File: src/rtl/core/gpx_pkg.sv
// Shared types and constants for the GPIO expander register core.
// Holds the request and response word structs, access mode codes and the register map.
// No dependencies; every other file in rtl/core imports this package.
package gpx_pkg;

  // Number of implemented ports, 1 to 8.
  localparam int PORT_COUNT = 8;
  localparam int PORT_IDX_W = (PORT_COUNT > 1) ? $clog2(PORT_COUNT) : 1;

  // Number of drive-mode banks and the width of a per-pin bank code.
  localparam int BANK_COUNT = 7;
  localparam int BANK_CODE_W = 3;
  localparam int DRV_ROW_W = 8 * BANK_CODE_W;

  // Seven-bit bus address of the device.
  localparam logic [6:0] DEV_ADDR = 7'h20;

  // Register map.
  localparam logic [7:0] REG_OUT_BASE = 8'h08;
  localparam logic [7:0] REG_OUT_END  = 8'h10;
  localparam logic [7:0] REG_PORT_SEL = 8'h18;
  localparam logic [7:0] REG_DIR      = 8'h1C;
  localparam logic [7:0] REG_DRV_BASE = 8'h1D;
  localparam logic [7:0] REG_DRV_END  = 8'h24;
  localparam logic [7:0] REG_DEV_ID   = 8'h2E;
  localparam logic [7:0] DEV_ID_VALUE = 8'h60;
  localparam logic [2:0] PORT_SEL_MASK = 3'h7;

  // Reset values.
  localparam logic [7:0] DIR_RESET = 8'hFF;
  localparam logic [BANK_CODE_W-1:0] BANK_PULLUP = '0;

  // Access modes carried by a request word.
  typedef enum logic [1:0] {
    MODE_PTR_WRITE  = 2'd0,
    MODE_DATA_WRITE = 2'd1,
    MODE_DATA_READ  = 2'd2,
    MODE_RESET_LINE = 2'd3
  } mode_t;

  // One request word.
  typedef struct packed {
    mode_t       mode;
    logic [6:0]  bus_address;
    logic [7:0]  data;
    logic        reset_line;
    logic [63:0] pin_levels;
  } req_t;

  // One response word.
  typedef struct packed {
    logic        ack;
    logic [7:0]  read_data;
    logic [63:0] sampled_inputs;
    logic        was_accessed;
  } rsp_t;

endpackage

File: src/rtl/core/gpx_req_stage.sv
// Request input register for the GPIO expander register core.
// Depends on gpx_pkg for the request word type.
module gpx_req_stage
  import gpx_pkg::*;
(
  input  logic clk,
  input  logic rst,
  input  logic req_valid,
  output logic req_stall,
  input  req_t req,
  input  logic advance,
  output logic held_valid,
  output req_t held
);

  // Hold off the sender only while a word waits here and the next stage is full and stalled.
  assign req_stall = held_valid && !advance;

  // Load a new word whenever this register is empty or is being drained.
  always_ff @(posedge clk) begin
    if (rst) begin
      held_valid <= 1'b0;
    end else if (!held_valid || advance) begin
      held_valid <= req_valid;
    end
    if (!held_valid || advance) begin
      held <= req;
    end
  end

endmodule

File: src/rtl/core/gpx_regs.sv
// Register file and access decode for the GPIO expander register core.
// Applies one request word per cycle, unless stalled, to the register state; forms its response word.
// Depends on gpx_pkg for the word types, access modes and register map.
module gpx_regs
  import gpx_pkg::*;
(
  input  logic clk,
  input  logic rst,
  input  logic cfg_write,
  input  logic cfg_data,
  input  logic fire,
  input  req_t req,
  output rsp_t rsp_next
);

  // Architectural state.
  logic                 bus_enabled;
  logic [7:0]           reg_ptr;
  logic [2:0]           port_sel;
  logic [63:0]          captured_inputs;
  logic                 accessed_flag;
  logic                 reset_held;
  logic [7:0]           output_latches [PORT_COUNT];
  logic [7:0]           port_directions [PORT_COUNT];
  // Each pin sits in exactly one drive-mode bank, so a port keeps one bank code per pin.
  logic [DRV_ROW_W-1:0] drive_codes [PORT_COUNT];

  logic [7:0]  reg_ptr_next;
  logic [2:0]  port_sel_next;
  logic [63:0] captured_inputs_next;
  logic        accessed_flag_next;
  logic        reset_held_next;

  logic                   hit;
  logic                   restore;
  logic                   sp_ok;
  logic [PORT_IDX_W-1:0]  sp_idx;
  logic [2:0]             ptr_port;
  logic                   ptr_port_ok;
  logic [PORT_IDX_W-1:0]  ptr_idx;
  logic                   is_input_reg;
  logic                   is_latch_reg;
  logic                   is_drv_reg;
  logic [BANK_CODE_W-1:0] bank;
  logic [DRV_ROW_W-1:0]   drv_cur;
  logic [DRV_ROW_W-1:0]   drv_wdata;
  logic [7:0]             bank_bits;
  logic [7:0]             read_byte;
  logic                   latch_we;
  logic                   dir_we;
  logic                   drv_we;

  // Address decode of the current pointer and the selected port.
  assign sp_ok        = int'(port_sel) < PORT_COUNT;
  assign sp_idx       = port_sel[PORT_IDX_W-1:0];
  assign ptr_port     = reg_ptr[2:0];
  assign ptr_port_ok  = int'(ptr_port) < PORT_COUNT;
  assign ptr_idx      = reg_ptr[PORT_IDX_W-1:0];
  assign is_input_reg = reg_ptr < REG_OUT_BASE;
  assign is_latch_reg = (reg_ptr >= REG_OUT_BASE) && (reg_ptr < REG_OUT_END);
  assign is_drv_reg   = (reg_ptr >= REG_DRV_BASE) && (reg_ptr < REG_DRV_END);
  assign bank         = BANK_CODE_W'(reg_ptr - REG_DRV_BASE);
  assign drv_cur      = drive_codes[sp_idx];

  // Bank view for a read, and the new bank codes for a write: the written bits
  // move into the addressed bank, which also drops them from every other bank.
  always_comb begin
    for (int i = 0; i < 8; i++) begin
      bank_bits[i] = drv_cur[i*BANK_CODE_W +: BANK_CODE_W] == bank;
      drv_wdata[i*BANK_CODE_W +: BANK_CODE_W] =
        req.data[i] ? bank : drv_cur[i*BANK_CODE_W +: BANK_CODE_W];
    end
  end

  // Read mux over the register map.
  always_comb begin
    read_byte = 8'h00;
    if (is_input_reg) begin
      if (ptr_port_ok) begin
        read_byte = req.pin_levels[{ptr_port, 3'b000} +: 8];
      end
    end else if (is_latch_reg) begin
      if (ptr_port_ok) begin
        read_byte = output_latches[ptr_idx];
      end
    end else if (reg_ptr == REG_PORT_SEL) begin
      read_byte = {5'b00000, port_sel};
    end else if (reg_ptr == REG_DIR) begin
      if (sp_ok) begin
        read_byte = port_directions[sp_idx];
      end
    end else if (is_drv_reg) begin
      if (sp_ok) begin
        read_byte = bank_bits;
      end
    end else if (reg_ptr == REG_DEV_ID) begin
      read_byte = DEV_ID_VALUE;
    end
  end

  // The device answers a bus access only when addressed, enabled and out of reset.
  assign hit = (req.mode != MODE_RESET_LINE) && (req.bus_address == DEV_ADDR) &&
               bus_enabled && !reset_held;

  // Next-state and response for the word in the input register.
  always_comb begin
    reg_ptr_next          = reg_ptr;
    port_sel_next         = port_sel;
    captured_inputs_next  = captured_inputs;
    accessed_flag_next    = accessed_flag;
    reset_held_next       = reset_held;
    restore               = 1'b0;
    latch_we              = 1'b0;
    dir_we                = 1'b0;
    drv_we                = 1'b0;
    rsp_next.read_data    = 8'h00;
    if (fire) begin
      if (req.mode == MODE_RESET_LINE) begin
        if (req.reset_line) begin
          restore = 1'b1;
        end else begin
          reset_held_next = 1'b0;
        end
      end else if (hit) begin
        accessed_flag_next = 1'b1;
        unique case (req.mode)
          MODE_PTR_WRITE: begin
            reg_ptr_next = req.data;
          end
          MODE_DATA_WRITE: begin
            reg_ptr_next = reg_ptr + 8'd1;
            if (is_latch_reg) begin
              latch_we = ptr_port_ok;
            end else if (reg_ptr == REG_PORT_SEL) begin
              port_sel_next = req.data[2:0] & PORT_SEL_MASK;
            end else if (reg_ptr == REG_DIR) begin
              dir_we = sp_ok;
            end else if (is_drv_reg) begin
              drv_we = sp_ok;
            end
          end
          MODE_DATA_READ: begin
            reg_ptr_next       = reg_ptr + 8'd1;
            rsp_next.read_data = read_byte;
            if (is_input_reg) begin
              captured_inputs_next = req.pin_levels;
            end
          end
          default: begin
            reg_ptr_next = reg_ptr;
          end
        endcase
      end
    end
    // A reset-line pulse returns every device register to its default; the host bus enable keeps its value.
    if (restore) begin
      reg_ptr_next          = 8'h00;
      port_sel_next         = 3'd0;
      captured_inputs_next  = 64'd0;
      accessed_flag_next    = 1'b0;
      reset_held_next       = 1'b1;
    end
    rsp_next.ack            = hit;
    rsp_next.sampled_inputs = captured_inputs_next;
    rsp_next.was_accessed   = accessed_flag_next;
  end

  // Scalar registers and the host bus enable.
  always_ff @(posedge clk) begin
    if (rst) begin
      bus_enabled      <= 1'b0;
      reg_ptr          <= 8'h00;
      port_sel         <= 3'd0;
      captured_inputs  <= 64'd0;
      accessed_flag    <= 1'b0;
      reset_held       <= 1'b1;
    end else begin
      if (cfg_write) begin
        bus_enabled <= cfg_data;
      end
      reg_ptr          <= reg_ptr_next;
      port_sel         <= port_sel_next;
      captured_inputs  <= captured_inputs_next;
      accessed_flag    <= accessed_flag_next;
      reset_held       <= reset_held_next;
    end
  end

  // Per-port latches, directions and drive-mode codes.
  always_ff @(posedge clk) begin
    if (rst || restore) begin
      for (int p = 0; p < PORT_COUNT; p++) begin
        output_latches[p]  <= 8'h00;
        port_directions[p] <= DIR_RESET;
        drive_codes[p]     <= {8{BANK_PULLUP}};
      end
    end else begin
      if (latch_we) begin
        output_latches[ptr_idx] <= req.data;
      end
      if (dir_we) begin
        port_directions[sp_idx] <= req.data;
      end
      if (drv_we) begin
        drive_codes[sp_idx] <= drv_wdata;
      end
    end
  end

endmodule

File: src/rtl/core/gpx_rsp_stage.sv
// Response output register for the GPIO expander register core.
// Depends on gpx_pkg for the response word type.
module gpx_rsp_stage
  import gpx_pkg::*;
(
  input  logic clk,
  input  logic rst,
  input  logic load_valid,
  input  rsp_t load,
  output logic advance,
  output logic rsp_valid,
  input  logic rsp_stall,
  output rsp_t rsp
);

  // The register takes a new word when empty or when its word leaves this cycle.
  assign advance = !rsp_valid || !rsp_stall;

  always_ff @(posedge clk) begin
    if (rst) begin
      rsp_valid <= 1'b0;
    end else if (advance) begin
      rsp_valid <= load_valid;
    end
    if (advance) begin
      rsp <= load;
    end
  end

endmodule

File: src/rtl/core/i2c_gpio_expander_registers_core.sv
// Top level of the GPIO expander register core.
// Depends on gpx_pkg, gpx_req_stage, gpx_regs and gpx_rsp_stage.
//
// Usage:
//   Request channel (req_valid, req_stall, req): one word per bus byte access
//   or reset-line event. A word is taken at a clock edge with req_valid high
//   and req_stall low.
//   Response channel (rsp_valid, rsp_stall, rsp): exactly one word per request,
//   in order, taken at an edge with rsp_valid high and rsp_stall low.
//   Configuration channel (cfg_valid, cfg_ready, cfg_data): writes the host
//   bus enable bit; cfg_ready is always high. Write it only while idle.
// Timing:
//   The edge that accepts a request loads the input register; once the
//   output register can take a word, the decoded response is loaded into it
//   and rsp_valid rises. Throughput is one word per cycle unless rsp_stall
//   holds a full output register; each word's register update completes
//   in the same cycle it is decoded, so the next word sees it directly.
// Reset and stalls:
//   rst empties both registers and restores every register default, with the
//   bus disabled. While rsp_stall holds a full output register, the input
//   register still takes one more word, then req_stall rises.
module i2c_gpio_expander_registers_core
  import gpx_pkg::*;
(
  input  logic clk,
  input  logic rst,
  input  logic req_valid,
  output logic req_stall,
  input  req_t req,
  output logic rsp_valid,
  input  logic rsp_stall,
  output rsp_t rsp,
  input  logic cfg_valid,
  output logic cfg_ready,
  input  logic cfg_data
);

  logic held_valid;
  req_t held;
  logic advance;
  rsp_t rsp_next;

  assign cfg_ready = 1'b1;

  gpx_req_stage u_req_stage (
    .clk        (clk),
    .rst        (rst),
    .req_valid  (req_valid),
    .req_stall  (req_stall),
    .req        (req),
    .advance    (advance),
    .held_valid (held_valid),
    .held       (held)
  );

  gpx_regs u_regs (
    .clk       (clk),
    .rst       (rst),
    .cfg_write (cfg_valid && cfg_ready),
    .cfg_data  (cfg_data),
    .fire      (held_valid && advance),
    .req       (held),
    .rsp_next  (rsp_next)
  );

  gpx_rsp_stage u_rsp_stage (
    .clk        (clk),
    .rst        (rst),
    .load_valid (held_valid),
    .load       (rsp_next),
    .advance    (advance),
    .rsp_valid  (rsp_valid),
    .rsp_stall  (rsp_stall),
    .rsp        (rsp)
  );

endmodule

File: config.mk
export PLATFORM = sky130hd
export DESIGN_NAME = i2c_gpio_expander_registers_core
export DESIGN_NICKNAME = d
export VERILOG_FILES = /design/src/rtl/core/gpx_pkg.sv /design/src/rtl/core/gpx_req_stage.sv /design/src/rtl/core/gpx_regs.sv /design/src/rtl/core/gpx_rsp_stage.sv /design/src/rtl/core/i2c_gpio_expander_registers_core.sv
export SDC_FILE = /design/constraint.sdc
export NUM_CORES = 1
export LEC_CHECK = 0
export BUFFER_PORTS_ARGS = -buffer_cell sky130_fd_sc_hd__buf_2
export CAP_MARGIN = 25
export CORE_MARGIN = 4
export CORE_UTILIZATION = 55
export DETAILED_ROUTE_END_ITERATION = 8
export PLACE_DENSITY = 0.83
export SLEW_MARGIN = 25
export SYNTH_ARGS = -nofsm -noshare
export SYNTH_HDL_FRONTEND = slang
export SYNTH_SLANG_ARGS = --single-unit
export TNS_END_PERCENT = 5
File: constraint.sdc
create_clock -name clk -period 4.4 [get_ports clk]
set_clock_uncertainty 0.1 [all_clocks]
set_input_delay 0.22 -clock clk [delete_from_list [all_inputs] [get_ports clk]]
set_output_delay 0.22 -clock clk [all_outputs]
set_load 0.005 [all_outputs]
==> run_results.csv <==
group,metric,value,unit
yosys,syn_inst,1639,
cts,cts_root_buf,"clkbuf_16",
critical_path,r2r_cells,7,
timing,fin_tns_setup,0,ps
layout,area_growth,18.2,%
timing,setup_violations,0,
status,run_status,"completed",
cts,clk_latency,620,ps
global_routing,grt_first_pass_wirelength,95100,um
power_and_ir_drop,power.leakage,0.0102,uW
timing,fin_crit,4010,ps
cts,cts.sinks,562,
critical_path,crit_fanout,11,
critical_path,cp_slowest_stage_delay,580,ps
global_routing,grt_start_max_net_pins,75,
yosys,ys_async_sr_fraction,0,
timing,hold_violations,0,
yosys,yosysMostFrequentCell,"edfxtp_1",
timing,drv_slew,0,
place,dp_hpwl,36500,um
critical_path,crit_path_start_kind,"flip-flop",
yosys,yosysSeqAreaShare,0.681,
yosys,synth_top_cell_by_area,"edfxtp_1",
layout,multi_input_area,0.00705,mm2
timing,rsz0062_at_grt,"no",
yosys,yosysUniqueCellTypes,56,
floorplan,die_x,215,um
timing,holdWs,150,ps
routing,drtPass1Iterations,8,
critical_path,required,4560,ps
place,gp_congestion,0.877,
yosys,ys.flop_type,"edfxtp_1",
global_routing,grt_overflow,0,
cts,cts_resized,0,
floorplan,core,0.0421,mm2
timing,layout_setup_ws,387,ps
cts,cts-htree-levels,2,
global_routing,antenna_found_initial,2,
power_and_ir_drop,vdd_ir_drop_max,0.340,mV
layout,ff_latch_area,0.0160,mm2
yosys,netlist_top_cells_count,"edfxtp_1 (476), nor2_1 (362), mux4_2 (96)",
place,numPortBuffers,163,
timing,fmax,249,MHz
critical_path,crit_slowest_cell,"or3_1",
critical_path,cp-endpoint,"u_regs.output_latches[0][7]$_SDFFCE_PN0P_",
yosys,synth-edff-count,476,
floorplan,start_util,0.558,
place,pre_cts_ws,496,ps
routing,num_vias,15500,
routing,antenna_left,0,
yosys,syn_area,0.0235,mm2
routing,wl_per_cell,25.8,um
floorplan,dieArea,0.0461,mm2
cts,cts.path.max_buffers,3,
routing,drtIter0Drc,2898,
global_routing,grt_use_total,0.268,
layout,finalNetCount,1981,
yosys,synth.net_count,1736,
layout,fillers,2641,
critical_path,r2r_slack,390,ps
floorplan,num_rows,75,
routing,drt_wl_total,63900,um
layout,drive_gt1_frac,0.243,
global_routing,grt_pass1_vias,15500,
floorplan,die_y,215,um
timing,slew_headroom,0.277,
yosys,synth_area_leaders,"edfxtp_1 (61%), mux4_2 (9.2%), dfxtp_1 (7.3%), nor2_1 (5.8%), mux2i_1 (3.9%)",
floorplan,num_io_pins,165,
cts,cts.clk_slew.worst_paths,60,ps
critical_path,rr_endpoint,"u_regs.output_latches[0][7]$_SDFFCE_PN0P_",
critical_path,crit_type,"reg -> reg",
yosys,synth_seq_cells,562,
critical_path,reg2reg_from,"u_req_stage.held[80]$_DFFE_PN_",
routing,route.detailed.drc,0,
critical_path,critPathLaunch,"u_req_stage.held[80]$_DFFE_PN_",
yosys,yosysWarnings,0,
power_and_ir_drop,power.density,406,mW/mm2
worst_hold_path,hp-class,"in -> reg",
critical_path,worstPathArrival,4170,ps
cts,cts_tree,"done",
cts,cts_buffers,55,
timing,timing.final.crit_share,0.912,
layout,utilization,0.660,
run,drv_cap,0,
timing,worst_pin_slew,1080,ps
yosys,yosys.area.top_type_share,0.608,
yosys,syn_avg_cell_area,14.3,um2
critical_path,worst_setup_path_end_kind,"flip-flop",
routing,via_per_inst,6.28,
critical_path,crit_chain,"ha_1, or4_4, nor4_4, nand3_2, or3_1, nor3_1, nand2b_1",
## cell type report
type,count,share of cell area
repair buffers,295,0.0774
well taps,539,0.0243
clock inverters,37,0.0117
diodes,2,0.000180
clock buffers,67,0.0545
inverters,12,0.00162
flip-flops and latches,562,0.577
multi-input cells,958,0.254
## sequential cells by signal, summed over array words and instances, names as in the netlist, named ones only
signal	count
u_req_stage.held	82
u_regs.captured_inputs	64
u_regs.reg_ptr	8
u_regs.output_latches	64
u_rsp_stage.rsp	74
u_regs.port_directions	64
u_rsp_stage.rsp_valid	1
u_regs.port_sel	3
u_regs.bus_enabled	1
u_regs.drive_codes	192
u_req_stage.held_valid	1
u_regs.reset_held	1
u_regs.accessed_flag	1
## placed cells by master, fill, tap and decap left out, types with 4 or more instances in the layout
| master | instances |
|---|---|
| clkinv_1 | 5 |
| a21oi_1 | 6 |
| o22ai_1 | 4 |
| o21ai_0 | 26 |
| clkinvlp_4 | 8 |
| nand3_1 | 8 |
| dfxtp_1 | 81 |
| nor2_1 | 362 |
| and2_1 | 57 |
| nor2b_1 | 5 |
| clkbuf_16 | 57 |
| a22oi_1 | 6 |
| edfxtp_1 | 476 |
| xnor2_1 | 6 |
| buf_12 | 7 |
| a32oi_1 | 5 |
| mux2_2 | 24 |
| nand4bb_1 | 5 |
| buf_4 | 34 |
| mux4_2 | 96 |
| clkinv_2 | 14 |
| mux2i_1 | 91 |
| nand2_1 | 85 |
| clkbuf_8 | 5 |
| or2_2 | 30 |
| clkbuf_1 | 5 |
| o21ai_1 | 23 |
| inv_1 | 11 |
| nor4_1 | 5 |
| or3_1 | 15 |
| buf_2 | 163 |
| nand2b_1 | 23 |
| nor3_1 | 15 |
| dlygate4sd3_1 | 87 |
| dfxtp_2 | 4 |
| ha_1 | 9 |
| xor2_1 | 8 |
| or2_1 | 7 |
## stage by stage
step,std cells,power [uW],instance area (um2)
floorplan,1639,6280,23500
global placement,2274,6480,25000
detailed placement,2277,6500,25000
CTS,2468,11200,27800
global route,2472,11500,27800
finish,2472,11300,27800
## how the worst min path moves through the flow
stage               startpoint                                   to  slack [ps]  depth (start not counted)
floorplan                  rst  u_req_stage.held_valid$_SDFFE_PP0N_         190                          1
global placement       req[31]       u_req_stage.held[31]$_DFFE_PN_         300                          1
detailed placement     req[33]       u_req_stage.held[33]$_DFFE_PN_         300                          1
CTS                  rsp_stall       u_regs.reset_held$_SDFFE_PP1P_          80                          5
global route         rsp_stall       u_regs.reset_held$_SDFFE_PP1P_         180                          5
finish               rsp_stall       u_regs.reset_held$_SDFFE_PP1P_         150                          5
## what timing repair did
action | CTS | global route
endpoints found under the hold margin | 85 | 0
buffers inserted | 0 | 0
hold buffers | 87 | 0
setup endpoints to repair | 0 | 0
## routing by layer
metal	wire (um)	GRT usage	share of wire	vias to the layer above
li1	-	-	-	6467
met1	22600	0.354	0.35	7683
met2	31700	0.449	0.50	1169
met3	7040	0.0569	0.11	204
met4	2640	0.0934	0.041	0
met5	0	0	0	-
## where the power goes
group	internal, uW	switching (uW)	leakage [uW]
clock	2660	2140	0.000892
combinational	196	267	0.00358
sequential	5920	105	0.00570
total	8770	2510	0.0102
## critical path, delay by kind of cell, from the launching register on
family / cells / cell delay [ps]
flops: 1 / 440
fa+ha+maj: 1 / 280
simple gates: 6 / 2830
## kinds of logic after synthesis
| group | after synthesis | share of synthesized area |
|---|---|---|
| other | 1 | 0.000160 |
| and+or+nand+nor | 638 | 0.124 |
| xor gates and xnor gates | 15 | 0.00559 |
| buffers and inverters | 119 | 0.0205 |
| muxes | 211 | 0.142 |
| adders and majority gates | 9 | 0.00479 |
| AOI/OAI and AO/OA | 84 | 0.0213 |
| DFF | 562 | 0.681 |
No activity file was read; power rests on OpenSTA's default activity.
